## src/design/mlp_pkg.sv

```systemverilog
// Shared types, constants and the tanh table for the perceptron inference block.
`timescale 1ns / 1ps

package mlp_pkg;

  localparam int DEF_INPUT_COUNT  = 2;
  localparam int DEF_HIDDEN_COUNT = 8;
  localparam int DEF_OUTPUT_COUNT = 2;

  localparam int ACC_W       = 40;
  localparam int PROD_W      = 33;
  localparam int ACT_W       = 17;
  localparam int TANH_FRAC_W = 25;
  localparam int TANH_IDX_W  = 4;
  localparam int TANH_DIFF_W = 14;
  localparam int SCALE_W     = 47;
  localparam int DIST_SHIFT  = 30;

  localparam logic [23:0] DIST_RECIP = 24'd10737419;
  localparam logic [22:0] DIST_ROUND = 23'd50;
  localparam logic [14:0] Q15_MAX    = 15'h7fff;
  localparam logic signed [ACT_W-1:0] ONE_Q15 = 17'sh08000;

  localparam logic ACTION_LOAD  = 1'b0;
  localparam logic ACTION_INFER = 1'b1;

  typedef struct packed {
    logic               action;
    logic [5:0]         weight_index;
    logic signed [15:0] weight_value;
    logic signed [15:0] target_angle;
    logic [15:0]        target_distance;
  } cmd_t;

  typedef struct packed {
    logic signed [15:0] steer_angle;
    logic               move_flag;
  } res_t;

  typedef enum logic [2:0] {
    ST_IDLE,
    ST_SCALE,
    ST_SAT,
    ST_LAYER0,
    ST_DRAIN0,
    ST_LAYER1,
    ST_DRAIN1,
    ST_EMIT
  } state_t;

  typedef enum logic [2:0] {
    ACT_ZERO,
    ACT_ANGLE,
    ACT_DIST,
    ACT_ONE,
    ACT_HIDDEN
  } act_sel_t;

  typedef struct packed {
    logic     valid;
    logic     first;
    logic     last;
    act_sel_t sel;
  } term_t;

  function automatic logic [15:0] tanh_quarter(input logic [4:0] idx);
    logic [15:0] v;
    case (idx)
      5'd0:    v = 16'd0;
      5'd1:    v = 16'd8025;
      5'd2:    v = 16'd15143;
      5'd3:    v = 16'd20813;
      5'd4:    v = 16'd24956;
      5'd5:    v = 16'd27797;
      5'd6:    v = 16'd29660;
      5'd7:    v = 16'd30847;
      5'd8:    v = 16'd31589;
      5'd9:    v = 16'd32048;
      5'd10:   v = 16'd32329;
      5'd11:   v = 16'd32501;
      5'd12:   v = 16'd32606;
      5'd13:   v = 16'd32670;
      5'd14:   v = 16'd32708;
      5'd15:   v = 16'd32732;
      5'd16:   v = 16'd32746;
      default: v = 16'd0;
    endcase
    return v;
  endfunction

endpackage

```

## src/design/mlp_tanh_inference.sv

```systemverilog
// Top level of the two-layer tanh perceptron inference block.
// A load transaction writes one weight and gives no result.
// An infer transaction passes through the scale, saturate, layer, drain and emit states before its result shows,
// and the next command is accepted only once the sequencer is back in idle;
// one MAC takes a weight per cycle from memory, and the MAC and tanh pipelines drain per layer.
// Reset returns the sequencer to idle and empties the output register; the weight memory is not reset.
`timescale 1ns / 1ps

module mlp_tanh_inference
  import mlp_pkg::*;
#(
  parameter int INPUT_COUNT  = DEF_INPUT_COUNT,
  parameter int HIDDEN_COUNT = DEF_HIDDEN_COUNT,
  parameter int OUTPUT_COUNT = DEF_OUTPUT_COUNT
) (
  input  logic clk,
  input  logic rst,
  input  logic cmd_valid,
  output logic cmd_stall,
  input  cmd_t cmd,
  output logic res_valid,
  input  logic res_stall,
  output res_t res
);

  localparam int IN_VEC      = INPUT_COUNT + 1;
  localparam int HID_VEC     = HIDDEN_COUNT + 1;
  localparam int W0_SIZE     = IN_VEC * HIDDEN_COUNT;
  localparam int STORE_DEPTH = W0_SIZE + HID_VEC * OUTPUT_COUNT;
  localparam int AW          = $clog2(STORE_DEPTH);
  localparam int IDX_W       = ((AW > 6) ? AW : 6) + 1;
  localparam int HAW         = (HIDDEN_COUNT > 1) ? $clog2(HIDDEN_COUNT) : 1;
  localparam int HCW         = $clog2(HIDDEN_COUNT + 1);
  localparam int JMAX        = (HIDDEN_COUNT > INPUT_COUNT) ? HIDDEN_COUNT : INPUT_COUNT;
  localparam int JW          = $clog2(JMAX + 1);
  localparam int NW          = (HIDDEN_COUNT > 2) ? $clog2(HIDDEN_COUNT) : 1;

  state_t                  state;
  state_t                  state_next;
  logic                    accept;
  logic                    infer_go;
  logic                    emit_go;
  logic                    issuing;
  logic                    layer0;
  logic                    term_last;
  logic [NW-1:0]           last_n;
  term_t                   term;
  logic [AW-1:0]           addr;
  logic [JW-1:0]           j;
  logic [NW-1:0]           n;
  logic [HCW-1:0]          hid_cnt;
  logic                    out_seen;
  logic                    wram_we;
  logic [HAW-1:0]          hid_raddr;
  logic                    hid_we;
  logic signed [15:0]      weight_rd;
  logic signed [15:0]      hidden_rd;
  logic signed [15:0]      angle;
  logic [15:0]             dist_raw;
  logic [22:0]             dist_x;
  logic [SCALE_W-1:0]      scale_prod;
  logic [16:0]             q_full;
  logic [14:0]             dist_q;
  logic                    sum_valid;
  logic signed [ACC_W-1:0] sum;
  logic                    tanh_valid;
  logic signed [15:0]      tanh_value;
  logic signed [15:0]      steer;
  logic                    move;

  assign accept    = cmd_valid && !cmd_stall;
  assign infer_go  = accept && cmd.action == ACTION_INFER;
  assign wram_we   = accept && cmd.action == ACTION_LOAD
                     && IDX_W'(cmd.weight_index) < IDX_W'(STORE_DEPTH);
  assign issuing   = state == ST_LAYER0 || state == ST_LAYER1;
  assign layer0    = state == ST_LAYER0;
  assign term_last = layer0 ? (j == JW'(INPUT_COUNT)) : (j == JW'(HIDDEN_COUNT));
  assign last_n    = layer0 ? NW'(HIDDEN_COUNT - 1) : NW'(1);
  assign hid_raddr = (j < JW'(HIDDEN_COUNT)) ? HAW'(j) : '0;
  assign hid_we    = tanh_valid && (state == ST_LAYER0 || state == ST_DRAIN0);
  assign dist_x    = {dist_raw, 7'd0} + DIST_ROUND;
  assign q_full    = scale_prod[DIST_SHIFT +: 17];

  always_comb begin
    term.valid = issuing;
    term.first = j == '0;
    term.last  = term_last;
    if (layer0) begin
      if (j == '0) begin
        term.sel = ACT_ANGLE;
      end else if (j == JW'(INPUT_COUNT)) begin
        term.sel = ACT_ONE;
      end else if (j == JW'(1)) begin
        term.sel = ACT_DIST;
      end else begin
        term.sel = ACT_ZERO;
      end
    end else begin
      term.sel = (j == JW'(HIDDEN_COUNT)) ? ACT_ONE : ACT_HIDDEN;
    end
  end

  always_ff @(posedge clk) begin
    if (rst) begin
      state <= ST_IDLE;
    end else begin
      state <= state_next;
    end
  end

  always_comb begin
    state_next = state;
    cmd_stall  = state != ST_IDLE;
    emit_go    = 1'b0;
    case (state)
      ST_IDLE: begin
        if (cmd_valid && cmd.action == ACTION_INFER) begin
          state_next = ST_SCALE;
        end
      end
      ST_SCALE: state_next = ST_SAT;
      ST_SAT:   state_next = ST_LAYER0;
      ST_LAYER0: begin
        if (term_last && n == last_n) begin
          state_next = ST_DRAIN0;
        end
      end
      ST_DRAIN0: begin
        if (hid_cnt == HCW'(HIDDEN_COUNT)) begin
          state_next = ST_LAYER1;
        end
      end
      ST_LAYER1: begin
        if (term_last && n == last_n) begin
          state_next = ST_DRAIN1;
        end
      end
      ST_DRAIN1: begin
        if (tanh_valid && out_seen) begin
          state_next = ST_EMIT;
        end
      end
      ST_EMIT: begin
        if (!res_valid || !res_stall) begin
          emit_go    = 1'b1;
          state_next = ST_IDLE;
        end
      end
      default: state_next = ST_IDLE;
    endcase
  end

  always_ff @(posedge clk) begin
    if (rst) begin
      addr     <= '0;
      j        <= '0;
      n        <= '0;
      hid_cnt  <= '0;
      out_seen <= 1'b0;
    end else begin
      if (infer_go) begin
        addr     <= '0;
        j        <= '0;
        n        <= '0;
        hid_cnt  <= '0;
        out_seen <= 1'b0;
      end
      if (issuing) begin
        addr <= addr + AW'(1);
        if (term_last) begin
          j <= '0;
          n <= (n == last_n) ? '0 : n + NW'(1);
        end else begin
          j <= j + JW'(1);
        end
      end
      if (hid_we) begin
        hid_cnt <= hid_cnt + HCW'(1);
      end
      if (tanh_valid && !hid_we) begin
        out_seen <= 1'b1;
      end
    end
  end

  always_ff @(posedge clk) begin
    if (infer_go) begin
      angle    <= cmd.target_angle;
      dist_raw <= cmd.target_distance;
    end
    if (state == ST_SCALE) begin
      scale_prod <= SCALE_W'(dist_x) * SCALE_W'(DIST_RECIP);
    end
    if (state == ST_SAT) begin
      dist_q <= (|q_full[16:15]) ? Q15_MAX : q_full[14:0];
    end
    if (tanh_valid && !hid_we) begin
      if (!out_seen) begin
        steer <= tanh_value;
      end else begin
        move <= !tanh_value[15] && tanh_value != '0;
      end
    end
  end

  always_ff @(posedge clk) begin
    if (rst) begin
      res_valid <= 1'b0;
    end else if (emit_go) begin
      res_valid <= 1'b1;
    end else if (!res_stall) begin
      res_valid <= 1'b0;
    end
  end

  always_ff @(posedge clk) begin
    if (emit_go) begin
      res.steer_angle <= steer;
      res.move_flag   <= move;
    end
  end

  mlp_ram #(
    .WIDTH(16),
    .DEPTH(STORE_DEPTH)
  ) u_weight_ram (
    .clk  (clk),
    .we   (wram_we),
    .waddr(AW'(cmd.weight_index)),
    .wdata(cmd.weight_value),
    .raddr(addr),
    .rdata(weight_rd)
  );

  mlp_ram #(
    .WIDTH(16),
    .DEPTH(HIDDEN_COUNT)
  ) u_hidden_ram (
    .clk  (clk),
    .we   (hid_we),
    .waddr(HAW'(hid_cnt)),
    .wdata(tanh_value),
    .raddr(hid_raddr),
    .rdata(hidden_rd)
  );

  mlp_mac u_mac (
    .clk      (clk),
    .rst      (rst),
    .term     (term),
    .angle    (angle),
    .dist_q   (dist_q),
    .weight   (weight_rd),
    .hidden   (hidden_rd),
    .sum_valid(sum_valid),
    .sum      (sum)
  );

  mlp_tanh u_tanh (
    .clk      (clk),
    .rst      (rst),
    .sum_valid(sum_valid),
    .sum      (sum),
    .out_valid(tanh_valid),
    .value    (tanh_value)
  );

`ifndef NO_ASSERTIONS
  a_tanh_busy: assert property (@(posedge clk) disable iff (rst)
    tanh_valid |-> (state != ST_IDLE && state != ST_SCALE && state != ST_SAT))
    else $error("Activation result arrived while no inference was in progress.");

  a_hidden_ready: assert property (@(posedge clk) disable iff (rst)
    state == ST_LAYER1 |-> hid_cnt == HCW'(HIDDEN_COUNT))
    else $error("Output layer started before all hidden units were written.");

  a_emit_source: assert property (@(posedge clk) disable iff (rst)
    $rose(res_valid) |-> $past(state) == ST_EMIT)
    else $error("Result register loaded outside the emit step.");

  a_no_write_busy: assert property (@(posedge clk) disable iff (rst)
    wram_we |-> state == ST_IDLE && !sum_valid && !tanh_valid)
    else $error("Weight memory written while an inference was in progress.");
`endif

endmodule

```

## src/design/mlp_ram.sv

```systemverilog
// Generic single-write, single-read RAM with registered read data.
`timescale 1ns / 1ps

module mlp_ram #(
  parameter int WIDTH = 16,
  parameter int DEPTH = 64,
  localparam int AW = (DEPTH > 1) ? $clog2(DEPTH) : 1
) (
  input  logic             clk,
  input  logic             we,
  input  logic [AW-1:0]    waddr,
  input  logic [WIDTH-1:0] wdata,
  input  logic [AW-1:0]    raddr,
  output logic [WIDTH-1:0] rdata
);

  logic [WIDTH-1:0] mem [DEPTH];

  always_ff @(posedge clk) begin
    if (we) begin
      mem[waddr] <= wdata;
    end
    rdata <= mem[raddr];
  end

endmodule

```

## src/design/mlp_tanh.sv

```systemverilog
// Three-stage pipelined tanh by linear interpolation of a quarter-step table.
`timescale 1ns / 1ps

module mlp_tanh
  import mlp_pkg::*;
(
  input  logic                    clk,
  input  logic                    rst,
  input  logic                    sum_valid,
  input  logic signed [ACC_W-1:0] sum,
  output logic                    out_valid,
  output logic signed [15:0]      value
);

  localparam int IP_W = TANH_DIFF_W + TANH_FRAC_W;

  logic                   t1_valid;
  logic                   t1_neg;
  logic                   t1_sat;
  logic [TANH_IDX_W-1:0]  t1_idx;
  logic [TANH_FRAC_W-1:0] t1_frac;
  logic                   t2_valid;
  logic                   t2_neg;
  logic                   t2_sat;
  logic [15:0]            t2_base;
  logic [IP_W-1:0]        t2_prod;
  logic [ACC_W-1:0]       mag;
  logic [15:0]            lo_val;
  logic [15:0]            hi_val;
  logic [TANH_DIFF_W-1:0] diff;
  logic [IP_W-1:0]        rounded;
  logic [16:0]            interp;
  logic [15:0]            clamped;

  assign mag = sum[ACC_W-1] ? ACC_W'(-sum) : ACC_W'(sum);

  always_comb begin
    lo_val  = tanh_quarter({1'b0, t1_idx});
    hi_val  = tanh_quarter(5'({1'b0, t1_idx}) + 5'd1);
    diff    = TANH_DIFF_W'(hi_val - lo_val);
    rounded = t2_prod + IP_W'(1 << (TANH_FRAC_W - 1));
    interp  = 17'(t2_base) + 17'(rounded[IP_W-1:TANH_FRAC_W]);
    clamped = (t2_sat || interp > 17'(Q15_MAX)) ? {1'b0, Q15_MAX} : interp[15:0];
  end

  always_ff @(posedge clk) begin
    if (rst) begin
      t1_valid  <= 1'b0;
      t2_valid  <= 1'b0;
      out_valid <= 1'b0;
    end else begin
      t1_valid  <= sum_valid;
      t2_valid  <= t1_valid;
      out_valid <= t2_valid;
    end
  end

  always_ff @(posedge clk) begin
    t1_neg  <= sum[ACC_W-1];
    t1_sat  <= |mag[ACC_W-1:TANH_FRAC_W+TANH_IDX_W];
    t1_idx  <= mag[TANH_FRAC_W +: TANH_IDX_W];
    t1_frac <= mag[TANH_FRAC_W-1:0];
    t2_neg  <= t1_neg;
    t2_sat  <= t1_sat;
    t2_base <= lo_val;
    t2_prod <= IP_W'(diff) * IP_W'(t1_frac);
    value   <= t2_neg ? -$signed(clamped) : $signed(clamped);
  end

endmodule

```

## src/design/mlp_mac.sv

```systemverilog
// Activation select, weight multiply and neuron accumulator.
`timescale 1ns / 1ps

module mlp_mac
  import mlp_pkg::*;
(
  input  logic                    clk,
  input  logic                    rst,
  input  term_t                   term,
  input  logic signed [15:0]      angle,
  input  logic [14:0]             dist_q,
  input  logic signed [15:0]      weight,
  input  logic signed [15:0]      hidden,
  output logic                    sum_valid,
  output logic signed [ACC_W-1:0] sum
);

  logic                     p1_valid;
  logic                     p1_first;
  logic                     p1_last;
  act_sel_t                 p1_sel;
  logic                     p2_valid;
  logic                     p2_first;
  logic                     p2_last;
  logic signed [PROD_W-1:0] p2_prod;
  logic signed [ACT_W-1:0]  act;
  logic signed [ACC_W-1:0]  prod_ext;

  always_comb begin
    case (p1_sel)
      ACT_ANGLE:  act = {angle[15], angle};
      ACT_DIST:   act = {2'b00, dist_q};
      ACT_ONE:    act = ONE_Q15;
      ACT_HIDDEN: act = {hidden[15], hidden};
      default:    act = '0;
    endcase
    prod_ext = {{(ACC_W - PROD_W){p2_prod[PROD_W-1]}}, p2_prod};
  end

  always_ff @(posedge clk) begin
    if (rst) begin
      p1_valid  <= 1'b0;
      p2_valid  <= 1'b0;
      sum_valid <= 1'b0;
    end else begin
      p1_valid  <= term.valid;
      p2_valid  <= p1_valid;
      sum_valid <= p2_valid && p2_last;
    end
  end

  always_ff @(posedge clk) begin
    p1_first <= term.first;
    p1_last  <= term.last;
    p1_sel   <= term.sel;
    p2_first <= p1_first;
    p2_last  <= p1_last;
    p2_prod  <= weight * act;
    if (p2_valid) begin
      sum <= p2_first ? prod_ext : sum + prod_ext;
    end
  end

endmodule
```

## config.mk

```make
export PLATFORM = sky130hd
export DESIGN_NAME = mlp_tanh_inference
export DESIGN_NICKNAME = d
export VERILOG_FILES = /design/src/design/mlp_pkg.sv /design/src/design/mlp_tanh_inference.sv /design/src/design/mlp_ram.sv /design/src/design/mlp_tanh.sv /design/src/design/mlp_mac.sv
export SDC_FILE = /design/constraint.sdc
export NUM_CORES = 2
export LEC_CHECK = 0
export ABC_AREA = 1
export BUFFER_PORTS_ARGS = -buffer_cell sky130_fd_sc_hd__buf_2
export CAP_MARGIN = 20
export CORE_MARGIN = 5
export CORE_UTILIZATION = 37
export CTS_CLUSTER_SIZE = 14
export DETAILED_ROUTE_END_ITERATION = 8
export PLACE_DENSITY = 0.58
export SYNTH_ARGS = -nofsm -noshare
export SYNTH_HDL_FRONTEND = slang
export SYNTH_SLANG_ARGS = --single-unit
```

## constraint.sdc

```tcl
create_clock -name clk -period 14.6 [get_ports clk]
set_input_delay 2.92 -clock clk [delete_from_list [all_inputs] [get_ports clk]]
set_output_delay 2.92 -clock clk [all_outputs]
set_load 0.01 [all_outputs]
```

# Word-level counts from Yosys, hierarchy flattened

Memory sizes are Yosys's and may differ from the RTL's. A register that Yosys moved wholly into a read port is not among the register bits.
Cells that the tools add are included.

Add/subtract/negate cells: 12
Multiply operators: 3
Order comparisons: 3
Eq/ne operators: 23
Multiplexer cells: 40
Bitwise logic cells: 2
Reductions and logical operators: 32

Operator list:

| kind                                                                   | number |
|---|---|
| 40-bit 2-to-1 mux                                                      | 2 |
| 17-bit case mux with 4 select lines                                    | 1 |
| 23-bit by 24-bit multiplier with 47-bit output, second input constant  | 1 |
| 3-bit 2-to-1 mux                                                       | 15 |
| 40-bit by 33-bit adder with 40-bit output                              | 1 |
| 40-bit negator                                                         | 1 |
| 39-bit by 25-bit adder with 39-bit output, second input constant       | 1 |
| 14-bit by 25-bit multiplier with 39-bit output                         | 1 |
| 16-bit by 17-bit multiplier with 33-bit output                         | 1 |
| 16-bit 2-to-1 mux                                                      | 2 |
| 3-bit case mux with 8 select lines                                     | 1 |
| 23-bit by 6-bit adder with 23-bit output, second input constant        | 1 |
| 16-bit by 14-bit adder with 17-bit output                              | 1 |
| 17-bit by 15-bit > comparator with 1-bit output, second input constant | 1 |
| 4-bit 2-to-1 mux                                                       | 4 |
| 16-bit negator                                                         | 1 |
| 16-bit nonzero test                                                    | 1 |
| 3-bit equality test, second input constant                             | 5 |
| 14-bit subtractor                                                      | 1 |
| 3-bit by 2-bit equality test with 1-bit output, second input constant  | 4 |
| 6-bit 2-to-1 mux                                                       | 2 |
| 1-bit logical AND                                                      | 11 |
| 1-bit 2-to-1 mux                                                       | 11 |
| 11-bit OR reduction                                                    | 1 |
| 24 further kinds                                                       | 44 |

Flip-flop bits (word level): 340
Memory bits (writable): 800
Memory bits (read-only): 720
Bits of input ports: 59
Output and inout port bits: 19
Logic and storage cells: 156
Memories kept: 4

Memory list:

| memory           | depth | bits a word | rd ports | clocked after memory_dff | write ports | line          | text |
|---|---|---|---|---|---|---|---|
| u_weight_ram.mem | 42    | 16          | 1        | 1                        | 1           | mlp_ram.sv:17 | `logic [WIDTH-1:0] mem [DEPTH];` |
| (name not given) | 32    | 15          | 1        | 0                        | 0           | mlp_pkg.sv:68 | `case (idx)` |
| (name not given) | 16    | 15          | 1        | 1                        | 0           | mlp_pkg.sv:68 |  |
| u_hidden_ram.mem | 8     | 16          | 1        | 1                        | 1           | mlp_ram.sv:17 |  |

# Longest topological paths before layout

Word-level depth: 7
Mapped depth: 48
Depth with buffers taken out: 45

# Hierarchy

Synthesis repeated with hierarchy kept, for this count alone.

Cell total of the unflattened synthesis: 8991
Area, all modules: 80838.8 µm²

Modules (own cells, without submodules):

| module                  | instances | cells each | area each (µm²) | sequential area each (µm²) |
|---|---|---|---|---|
| mlp_ram at u_weight_ram | 1         | 2292       | 27695.3         | 20499.7 |
| mlp_mac                 | 1         | 2433       | 17428.0         | 2062.0 |
| mlp_tanh                | 1         | 2335       | 17240.3         | 1941.9 |
| mlp_tanh_inference      | 1         | 1344       | 12485.7         | 3383.2 |
| mlp_ram at u_hidden_ram | 1         | 587        | 5989.5          | 4164.0 |

# Worst setup path before layout

Ideal clock, no wire load.

Path kind: register to register
Start point: register u_tanh.t1_idx[0]
End point: register u_tanh.t2_prod[38]
Library setup time: 0.072 ns
Arrival: 7.569 ns
Required time: 14.528 ns
Setup slack: 6.959 ns
Stages on the path, launching flop included: 41
Path buffers: 2
Period minus slack after synthesis: 7.641 ns
Cells stage by stage: dfxtp_1 ha_1 ha_1 nor2_1 inv_1 o21ai_0 a21oi_1 o31ai_1 inv_1 ha_1 nand2_1 o21ai_0 a21oi_1 or2_1 nand2_1 a21oi_1 or2_1 clkbuf_2 (+5 left out) fa_1 fa_1 fa_1 inv_1 fa_1 inv_1 fa_1 inv_1 ha_1 nand2_1 nor2_1 inv_1 nor2_1 inv_1 nor4_1 nand2_1 o211ai_1 xor2_1

Word-level cells in the longest chain between the ends: 4

RTL lines:

| what                                           | line           | text |
|---|---|---|
| start: declaration                             | mlp_tanh.sv:20 | `logic [TANH_IDX_W-1:0] t1_idx;` |
| start signal: assignment                       | mlp_tanh.sv:61 | `t1_idx <= mag[TANH_FRAC_W +: TANH_IDX_W];` |
| 4-bit by 1-bit adder with 5-bit output         | mlp_tanh.sv:39 | `hi_val = tanh_quarter(5'({1'b0, t1_idx}) + 5'd1);` |
| memory 32 x 15 bit                             | -              |  |
| 14-bit subtractor                              | mlp_tanh.sv:40 | `diff = TANH_DIFF_W'(hi_val - lo_val);` |
| 14-bit by 25-bit multiplier with 39-bit output | mlp_tanh.sv:66 | `t2_prod <= IP_W'(diff) * IP_W'(t1_frac);` |
| end signal: assignment                         | mlp_tanh.sv:66 |  |
| end: declaration                               | mlp_tanh.sv:26 | `logic [IP_W-1:0] t2_prod;` |

Every way passes these cells.
A chain may end at the register's enable or synchronous reset.

# Final worst setup path

Start point: register u_tanh.t1_idx[0]
End point: register u_tanh.t2_prod[35]

Same word-level chain as after synthesis.

==> impl_metrics.env <==
export IMPL_first_iter_violations=4292
export IMPL_hold_class="flip-flop to flip-flop"
export IMPL_yosys_register_bits=1132
export IMPL_ys_flop_type="edfxtp_1"
export IMPL_postCtsSetupRepairBufs=0
export IMPL_rows=167
export IMPL_finalHoldViolations=0
export IMPL_r2r_start="u_tanh.t1_idx[0]$_DFF_P_"
export IMPL_wl_met1_mm=93.4
export IMPL_hold_buffers=0
export IMPL_cp_top_family="adder cells"
export IMPL_path_depth=37
export IMPL_fin_worst_skew_ns=0.0724
export IMPL_drcViolationCount=0
export IMPL_critPathArrivalTime_ns=9.61
export IMPL_finalCriticalPeriod_ns=9.00
export IMPL_grt_pass1_vias=56400
export IMPL_drive_above_1_share_pct=5.19
export IMPL_die_area_mm2=0.218
export IMPL_fmax_mhz=111
export IMPL_wire_per_inst_um=19.4
export IMPL_netlist_instances=7998
export IMPL_cp_required_ns=15.21
export IMPL_gp_congestion=0.934
export IMPL_antenna_found_initial=2
export IMPL_yosysWarnings=0
export IMPL_routed_wl_mm=211
export IMPL_syn_nets=9228
export IMPL_synth_area_mm2=0.0773
export IMPL_start_kind="flip-flop"
export IMPL_dpl_cell_area_mm2=0.0807
export IMPL_yosys_top_cells_area="edfxtp_1 (36%), fa_1 (18%), ha_1 (8.0%), inv_1 (6.6%), nand2_1 (6.0%)"
export IMPL_cts_sinks=1132
export IMPL_die_width_um=467
export IMPL_rrSetupSlack_ns=5.60
export IMPL_route_vias_total=55300
export IMPL_crit_type="flip-flop to flip-flop"
export IMPL_top_layer_used="met5"
export IMPL_async_reset_ff_share_pct=0
export IMPL_fin_setup_tns_ns=0
export IMPL_r2r_end="u_tanh.t2_prod[35]$_DFF_P_"
export IMPL_clockBufferDepth=3
export IMPL_cp_endpoint="u_tanh.t2_prod[35]$_DFF_P_"
export IMPL_critPathMaxStageDelay_ns=0.55
export IMPL_vias_per_cell=5.09
export IMPL_slew_violations=0
export IMPL_crit_start="u_tanh.t1_idx[0]$_DFF_P_"
export IMPL_worstSetupEndpointType="flip-flop"
export IMPL_initial_core_util_pct=37.2
export IMPL_cts_tree="built"
export IMPL_wl_met3_mm=11.5
export IMPL_synth_top_area_share_pct=36.5
export IMPL_portBuffers=77
export IMPL_coreArea_mm2=0.207
export IMPL_place_hpwl_mm=153
export IMPL_route_met2_wl_mm=100
export IMPL_synth_largest_area_cell="edfxtp_1"
export IMPL_cts_buffers=116
export IMPL_path_clk_slew_ns=0.06
export IMPL_io_pins=78
export IMPL_final_area_mm2=0.0843
export IMPL_max_cap_viol_count=0
export IMPL_root_buffer="clkbuf_16"
export IMPL_synth_avg_cell_area_um2=9.66
export IMPL_rsz0062_at_grt="false"
export IMPL_tightest_slew_ns=1.06
export IMPL_max_slew_margin_pct=29.3
export IMPL_cp_common_cell="nand2_1"
export IMPL_crit_slowest_cell="fa_1"
export IMPL_outcome="finished clean"
export IMPL_clock_latency_ns=0.78
export IMPL_grt_max_degree=191
export IMPL_synth_edf_count=938
export IMPL_ant_nets=0
export IMPL_period_share_pct=61.6
export IMPL_grt_pass1_wl_mm=329
export IMPL_synthToLayoutAreaGrowth_pct=9.18
export IMPL_setup_viol=0
export IMPL_grt_util_all_layers_pct=19.2
export IMPL_nets=9215
export IMPL_overflow=0
export IMPL_synth_seq_area_share_pct=41.5
export IMPL_critPathBufInv=5
export IMPL_cp_max_fo=15
export IMPL_postCtsResizedCells=0
export IMPL_fp_dieH_um=467
export IMPL_nFillCells=20300
export IMPL_first_pass_iters=6
export IMPL_htreeDepth=3
export IMPL_yosysUniqueCellTypes=60
export IMPL_reg2reg_depth=37
[kinds of logic after synthesis]
family / Yosys count / synth area share (%)
AO/OA/AOI/OAI: 1270 / 9.42
AND/OR/NAND/NOR: 2625 / 13.8
flip-flops: 1132 / 41.5
buffers and inverters: 1669 / 8.25
XOR/XNOR: 131 / 1.51
adder cells (fa/ha/maj): 1171 / 25.6
[cell usage in the layout, fill, tap and decap left out, drive strengths merged, types with 154 or more instances in the layout]
| cell type | instances |
|---|---|
| a21oi | 224 |
| buf | 160 |
| clkbuf | 154 |
| dfxtp | 194 |
| edfxtp | 938 |
| fa | 680 |
| ha | 491 |
| inv | 1380 |
| nand2 | 1241 |
| nand3 | 206 |
| nor2 | 976 |
| o21ai | 619 |
[cell type report]
class | count | area (µm²) | share of cell area [%]
multi-input combinational | 5197 | 38900 | 46.1
sequential | 1132 | 32100 | 38.0
inverter | 1378 | 5180 | 6.14
tap | 2788 | 3490 | 4.14
clock buffer | 154 | 3120 | 3.69
timing repair buffer | 160 | 1050 | 1.25
clock inverter | 59 | 561 | 0.665
antenna | 2 | 5.00 | 0.00593
[worst min path at each step]
stage / startpoint / to / slack (ns) / cells past startpoint
6_report: u_mac.p1_first$_DFF_P_ / u_mac.p2_first$_DFF_P_ / 0.33 / 0
5_1_grt: u_tanh.t1_neg$_DFF_P_ / u_tanh.t2_neg$_DFF_P_ / 0.35 / 0
4_1_cts: u_mac.p1_first$_DFF_P_ / u_mac.p2_first$_DFF_P_ / 0.33 / 0
3_5_place_dp: u_mac.p1_first$_DFF_P_ / u_mac.p2_first$_DFF_P_ / 0.31 / 0
3_3_place_gp: u_mac.p1_last$_DFF_P_ / u_mac.p2_last$_DFF_P_ / 0.31 / 0
2_1_floorplan: u_mac.p1_first$_DFF_P_ / u_mac.p2_first$_DFF_P_ / 0.31 / 0
[layer usage]
layer / global-route usage (%) / up-vias
met5: 0 / -
met4: 5.20 / 2
met3: 2.61 / 286
met2: 32.2 / 1542
met1: 26.1 / 27400
li1: - / 26100
[flip-flops by register name (all words and copies together), names as in the netlist, 16 cells and up]
register,count
steer,16
dist_raw,16
u_tanh.value,16
u_hidden_ram.mem,128
u_mac.p2_prod,33
u_hidden_ram.rdata,16
u_tanh.t1_frac,25
u_weight_ram.rdata,16
scale_prod,17
u_mac.sum,40
u_weight_ram.mem,672
angle,16
res,17
[per-stage QoR]
step,cells,hold WS [ns],util [%],worst slack (ns)
4_1_cts,10900,0.328,40.7,5.67
6_report,10900,0.325,40.7,5.60
5_1_grt,10900,0.347,40.7,4.92
3_5_place_dp,10700,0.314,38.9,5.68
3_3_place_gp,10700,0.311,38.9,5.80
2_1_floorplan,7998,0.310,-,6.96
[synthesized netlist by cell type (23+ instances only)]
cell and n:
nor3_1 61, edfxtp_1 938, a21o_1 23, nand4_1 43
a31oi_1 61, or2_2 48, nor2_1 971, o221ai_1 34
nand3_1 204, ha_1 491, a21oi_1 221, o22ai_1 150
o211ai_1 45, o21ai_0 609, dfxtp_1 194, fa_1 680
xnor2_1 33, inv_1 1368, clkbuf_1 222, buf_2 48
o21bai_1 38, nand2_1 1232, xor2_1 97
Power is not shown: default switching activity piles up to over one toggle a cycle in this logic, so the estimate is an artifact.
